File: src/design/aar_pkg.sv
// ----------------------------------------------------------------------------
// aar_pkg
// shared types and constants of the area averaging resampler
// ----------------------------------------------------------------------------
`default_nettype none

package aar_pkg;

    localparam int unsigned SAMPLE_W      = 16;
    localparam int unsigned LOGIC_N       = 8;
    localparam int unsigned ANA_N         = 2;
    localparam int unsigned TIME_W        = 18;
    localparam int unsigned ANALOG_W      = 34;
    localparam int unsigned CNT_W         = 16;
    localparam int unsigned CFG_W         = 16;
    localparam int unsigned CFG_IDX_W     = 2;
    localparam int unsigned PROD_W        = ANALOG_W + TIME_W;
    localparam int unsigned DIV_STEPS     = PROD_W;
    localparam int unsigned STEP_W        = $clog2(DIV_STEPS);
    localparam int unsigned LANE_N        = 2 * ANA_N + LOGIC_N;
    localparam int unsigned MAX_BURST_DEF = 64;

    localparam logic [TIME_W:0] TIME_MAX = {1'b0, {TIME_W{1'b1}}};

    localparam logic [CFG_IDX_W-1:0] CFG_RAW_INTERVAL = 2'd0;
    localparam logic [CFG_IDX_W-1:0] CFG_OUT_INTERVAL = 2'd1;
    localparam logic [CFG_IDX_W-1:0] CFG_OUTPUT_LIMIT = 2'd2;

    typedef struct packed {
        logic                sweep_start;
        logic [SAMPLE_W-1:0] in_analog_a;
        logic [SAMPLE_W-1:0] in_analog_b;
        logic [LOGIC_N-1:0]  in_logic;
    } t_in_word;

    typedef struct packed {
        logic [SAMPLE_W-1:0] out_analog_a;
        logic [SAMPLE_W-1:0] out_analog_b;
        logic [LOGIC_N-1:0]  out_logic;
        logic                last_of_run;
    } t_out_word;

    typedef struct packed {
        logic accept;
        logic load;
        logic step;
        logic commit;
        logic last;
        logic integ;
    } t_cmd;

    typedef struct packed {
        logic emit_ok;
        logic next_ok;
    } t_stat;

    typedef enum logic [2:0] {
        ST_IDLE,
        ST_CHECK,
        ST_MUL,
        ST_DIV,
        ST_EMIT,
        ST_INTEG
    } t_state;

endpackage

`default_nettype wire

File: src/design/aar_ctrl.sv
// ----------------------------------------------------------------------------
// aar_ctrl
// sequencer: emission check, divide run, output handoff, integration
// ----------------------------------------------------------------------------
`default_nettype none

module aar_ctrl #(
    parameter int unsigned MAX_BURST = aar_pkg::MAX_BURST_DEF
) (
    input  wire logic           i_clk,
    input  wire logic           i_rst_n,
    input  wire logic           i_in_valid,
    output logic                o_in_ready,
    output logic                o_out_valid,
    input  wire logic           i_out_ready,
    input  wire aar_pkg::t_stat i_stat,
    output aar_pkg::t_cmd       o_cmd
);

    localparam int unsigned BW = $clog2(MAX_BURST + 1);

    aar_pkg::t_state               r_state, n_state;
    logic [BW-1:0]                 r_burst, n_burst;
    logic [aar_pkg::STEP_W-1:0]    r_step, n_step;
    logic                          r_ov, n_ov;
    logic [BW-1:0]                 w_burst1;
    logic                          w_free;

    assign w_burst1 = r_burst + BW'(1);
    assign w_free   = !r_ov || i_out_ready;

    always_ff @(posedge i_clk) begin
        if (!i_rst_n) begin
            r_state <= aar_pkg::ST_IDLE;
            r_burst <= '0;
            r_step  <= '0;
            r_ov    <= 1'b0;
        end else begin
            r_state <= n_state;
            r_burst <= n_burst;
            r_step  <= n_step;
            r_ov    <= n_ov;
        end
    end

    always_comb begin
        n_state = r_state;
        n_burst = r_burst;
        n_step  = r_step;
        n_ov    = r_ov && !i_out_ready;
        o_cmd   = '0;
        unique case (r_state)
            aar_pkg::ST_IDLE: begin
                if (i_in_valid) begin
                    o_cmd.accept = 1'b1;
                    n_burst      = '0;
                    n_state      = aar_pkg::ST_CHECK;
                end
            end
            aar_pkg::ST_CHECK: begin
                if (i_stat.emit_ok && (r_burst < BW'(MAX_BURST))) begin
                    n_state = aar_pkg::ST_MUL;
                end else begin
                    n_state = aar_pkg::ST_INTEG;
                end
            end
            aar_pkg::ST_MUL: begin
                o_cmd.load = 1'b1;
                n_step     = '0;
                n_state    = aar_pkg::ST_DIV;
            end
            aar_pkg::ST_DIV: begin
                o_cmd.step = 1'b1;
                n_step     = r_step + aar_pkg::STEP_W'(1);
                if (r_step == aar_pkg::STEP_W'(aar_pkg::DIV_STEPS - 1)) begin
                    n_state = aar_pkg::ST_EMIT;
                end
            end
            aar_pkg::ST_EMIT: begin
                if (w_free) begin
                    o_cmd.commit = 1'b1;
                    o_cmd.last   = !(i_stat.next_ok && (w_burst1 < BW'(MAX_BURST)));
                    n_ov         = 1'b1;
                    n_burst      = w_burst1;
                    n_state      = aar_pkg::ST_CHECK;
                end
            end
            aar_pkg::ST_INTEG: begin
                o_cmd.integ = 1'b1;
                n_state     = aar_pkg::ST_IDLE;
            end
            default: n_state = aar_pkg::ST_IDLE;
        endcase
    end

    assign o_in_ready  = (r_state == aar_pkg::ST_IDLE);
    assign o_out_valid = r_ov;

endmodule

`default_nettype wire

File: config.mk
export PLATFORM = sky130hd
export DESIGN_NAME = aar_ctrl
export DESIGN_NICKNAME = d
export VERILOG_FILES = /design/src/design/aar_pkg.sv /design/src/design/aar_ctrl.sv
export SDC_FILE = /design/constraint.sdc
export NUM_CORES = 1
export LEC_CHECK = 0
export BUFFER_PORTS_ARGS = -buffer_cell sky130_fd_sc_hd__buf_4
export CAP_MARGIN = 20
export CORE_UTILIZATION = 50
export DETAILED_ROUTE_END_ITERATION = 8
export PLACE_DENSITY = 0.72
export SKIP_CTS_REPAIR_TIMING = 1
export SYNTH_ARGS = -nofsm -noshare
export SYNTH_HDL_FRONTEND = slang
export SYNTH_SLANG_ARGS = --single-unit
File: constraint.sdc
create_clock -name i_clk -period 2.29 [get_ports i_clk]
set_input_delay 0 -clock i_clk [delete_from_list [all_inputs] [get_ports i_clk]]
set_output_delay 0 -clock i_clk [all_outputs]
set_load 0.005 [all_outputs]
==> Word level (Yosys, flattened, before mapping) <==
Cells that the tools add are included.
{ "totals": {"mem_bits_rw": 0, "elab_cells": 47, "romBits": 0, "memories": 0, "latch_bits": 0, "register_bits": 17, "in_bits": 6} }
{ "op_classes": {"eq_ne": 9, "mul": 0, "bitwise": 0, "div": 0, "magnitude_cmp": 2, "addsub": 2, "reduce_logical": 12, "muxes": 18, "shift": 0} }
{ "op_table": {"columns": ["cell", "n"], "rows": [
  ["$pmux 3 s5", 1],
  ["$lt 7x7->1 const B", 2],
  ["$mux 7", 2],
  ["$pmux 7 s2", 1],
  ["$mux 3", 4],
  ["$pmux 6 s2", 1],
  ["$add 7x1->7 const B", 1],
  ["$mux 1", 7],
  ["$add 6x1->6 const B", 1],
  ["$eq 3x2->1 const B", 2],
  ["$eq 3x3->1 const B", 2],
  ["$eq 6x6->1 const B", 1],
  ["$ne 2x2->1 const B", 3],
  ["$reduce_and 3->1", 2],
  ["$mux 2", 2],
  ["$reduce_bool 2->1", 2],
  ["$eq 3x1->1 const B", 1],
  ["$logic_and 1x1->1", 3],
  ["$logic_not 1->1", 3],
  ["$logic_not 3->1", 1],
  ["$logic_or 1x1->1", 1]
]} }

==> Depth between registers and ports, before layout <==
{ "depth": {"word_depth": 6, "ltp_mapped": 5, "mapped_depth_nobuf": 5} }

==> Worst setup path after synthesis <==
OpenSTA, ideal clock, no wires.
{ "synth_path": {"path_type": "register -> register", "from": "register r_state[1]", "to": "register r_burst[5]", "path_slack_ns": 0.664, "stages_incl_launch_ff": 5, "arrival_time_ns": 1.556, "synth_period_minus_slack_ns": 1.626, "cell_sequence": "dfxtp_1 or2_4 or4_4 or3_1 a21oi_1"} }
{ "synth_between": {"elab_chain_len": 3, "word_cells_on_any_way": 7} }
{ "synth_rtl": {"columns": ["item", "line", "rtl"], "rows": [
  ["start: declaration", "aar_ctrl.sv:22", "aar_pkg::t_state r_state, n_state;"],
  ["start signal: assignment", "aar_ctrl.sv:34", "r_state <= aar_pkg::ST_IDLE;"],
  ["start signal: assignment", "aar_ctrl.sv:39", "r_state <= n_state;"],
  ["$eq 3x3->1 or $logic_not 3->1 (tied branches)", "aar_ctrl.sv:52", "unique case (r_state)"],
  ["$ne 2x2->1 (no source line) or $reduce_bool 2->1 (tied branches)", null, null],
  ["$reduce_and 3->1 (no source line)", null, null],
  ["end signal: assignment", "aar_ctrl.sv:40", "r_burst <= n_burst;"],
  ["end: declaration", "aar_ctrl.sv:23", "logic [BW-1:0] r_burst, n_burst;"]
]} }
Several ways; a longest one is shown, not always the timed one.
A chain may end at the register's enable or synchronous reset.

==> Worst setup path in the final report <==
{ "layout_path": {"from": "register r_state[0]", "to": "register r_burst[5]"} }
The elaborated chain is that of the path after synthesis.

==> impl_results.md <==
* Die height at 44.2 um
* Antenna violations before repair at 0
* GP Congestion at 0.811
* Mapped Nets at 117
* Final Skew at 0.00451 ns
* R2R Path End: r_burst[5]
* Starting density of the core at 56.4%
* Setup crit start kind: register
* CORE AREA at 1580 sq um
* Worst setup EP type: register
* Post-layout min period at 1.78 ns
* Status: complete, no violations
* Kind of critical path: reg -> reg
* I/O pins at 14
* Routed WL at 1740 um
* Max Clk Rate at 562 MHz
* Final ANT Viol Nets at 0
* Yosys cell types at 36
* Most common cell after layout, fill and taps aside: dfxtp_1
* Dpl hpwl at 1330 um
* Clock Pin Slew Worst Setup and Hold Paths at 0.11 ns
* Final worst-path setup slack at 0.511 ns
* Max-cap viol count at 0
* Non-filler instance count after layout at 140
* Clk Latency, worst-skew pair at 0.29 ns
* DR vias at 799
* Hold Crit Start: i_out_ready
* GR Util All Layers at 20.8%
* Drt drc at 0
* Root Buffer: clkbuf_4
* Synth Area per Inst at 8.16 sq um
* Setup violators final at 0
* Power per cell area at 542 nW/um^2
* Post-route cell area at 1030 sq um
* Rows at 14
* CP Max Fanout at 13
* Register-to-Register Path Depth at 4
* Post-synthesis cell count at 109
* Clock sinks at 17
* Starting DRT DRC Count at 12
* R2R setup slack at 0.51 ns
* Die Area at 1950 sq um
* Leakage at 0.416 nW
* Routed WL per cell at 12.4 um
* Period utilization at 77.7%
* RSZ-0062 raised after global routing: false
* WHS Endpoint: r_state[2]
* Pre-CTS worst setup slack at 0.519 ns
* Total CTS buffers at 3
* Fin util at 65.6%
* H-tree levels at 1
* Fin. max-slew vios at 0
* Mapped cell area at 890 sq um
* Synth-to-layout area growth at 16.2%
* Worst EP required at 2.52 ns
* WHS at 0.0216 ns
* Vias in the first global route at 667
* DRT Pass-1 Iters at 4
* Die width at 44.2 um
* Power, Total at 560 uW
* Final hold vios at 0
* Peak VDD IR at 0.000359 V
* Fillcell total at 138
* Layout cells sized above 1 at 15.3%
* Worst min-delay path class: in -> reg
* TNS Setup at 0 ns
* Cell area after placement at 996 sq um
* Largest net degree at the start of global routing at 15
* Clk buf depth at 2
* Flops & latches, synth at 17
* Sequential area share after synthesis at 38.3%
* Cells after DPL at 135
* GR Overflow Total at 0
* Hold Crit Depth at 4
* Port Buf Inserts at 13
* Actual slew at the worst max-slew pin at 0.366 ns
* Slew margin rel. at 75.6%
* Origin of the critical flop-to-flop path: r_state[0]
* First-pass GRT wire length at 2990 um
* Post-synth top area cell: dfxtp_1
* Worst path arrival time at 2.01 ns
* Final layout net count at 133
* Post-synth top area share at 38.3%
* TritonCTS clock tree: built
* Most frequent cells in the layout: dfxtp_1, buf_4, nor2_1, nand2_1
* Vias per cell at 5.71
* Top cells by area, synth: dfxtp_1, nor2b_1, nor2_1
* Antenna cells at 0
* YS warnings at 0
==> worst max-delay path by stage <==
stage                             to  slack [ns]  cells past startpoint       start
after floorplan           r_burst[5]        0.66                      4  r_state[1]
after global placement    r_burst[5]        0.58                      4  r_state[0]
after detailed placement  r_burst[5]        0.52                      4  r_state[0]
after CTS                 r_burst[5]        0.52                      4  r_state[0]
after global routing      r_burst[5]        0.46                      4  r_state[0]
final                     r_burst[5]        0.51                      4  r_state[0]
==> state kept, by name, indices dropped and copies added, names as in the netlist <==
name         cells
r_burst          7
r_step           6
r_state          3
o_out_valid      1
==> report_power, final <==
part           internal (mW)  switching [mW]
Combinational         0.0414          0.0417
Clock                 0.0648          0.0974
Sequential             0.302          0.0129
Total                  0.408           0.152
==> worst max-delay path: stages (launching register included) <==
cell and delay [ns]:
dfxtp_1 0.43, or2_4 0.29, or4_4 0.55, or3_1 0.31, a21oi_1 0.14
==> metal layers <==
layer	vias up	GRT usage (%)	routed length (um)
met5	-	0	0
li1	418	-	-
met3	2	4.49	68
met4	0	9.09	25
met2	16	28.8	744
met1	363	30.9	898
==> area by class of cell <==
type                       count  area, sq um  area share [%]
timing repair buffer          14          108            10.4
inverter                       3         11.3            1.09
tap                           16         20.0            1.94
multi-input combinational     86          527            51.0
clock buffer                   3         22.5            2.18
sequential                    17          340            32.9
clock inverter                 1         5.00           0.484
==> cell families (layout without fill, tap and decap cells) <==
| kind of cell | Yosys count | after routing | share of synthesized area, % |
|---|---|---|---|
| multiplexers | 1 | 1 | 1.13 |
| buffers and inverters | 6 | 21 | 2.53 |
| flip-flops | 17 | 17 | 38.3 |
| XOR/XNOR | 6 | 6 | 5.91 |
| AND/OR/NAND/NOR | 54 | 54 | 33.1 |
| adder cells (fa/ha/maj) | 2 | 2 | 2.81 |
| AO/OA/AOI/OAI | 23 | 23 | 16.3 |
==> synthesized netlist by cell type (all sizes together) <==
library cell and number:
nor4b 1, inv 3, o2bb2ai 1, a21oi 6, o21bai 1, a31oi 1
mux2i 1, nand3b 1, nor2b 7, o32ai 1, nand4 2, nand2b 4
or3 1, nand2 8, or4 1, dfxtp 17, nand3 7, or2 1
and3 3, o21a 1, xnor2 2, nor3 2, and2 1, a22oi 1
a21o 1, clkbuf 3, nor2 11, o21ai 6, a21boi 3, xor2 4
a311oi 1, and3b 1, ha 2, or2b 1, nor4 2
Power figures use the tool's default switching activity.
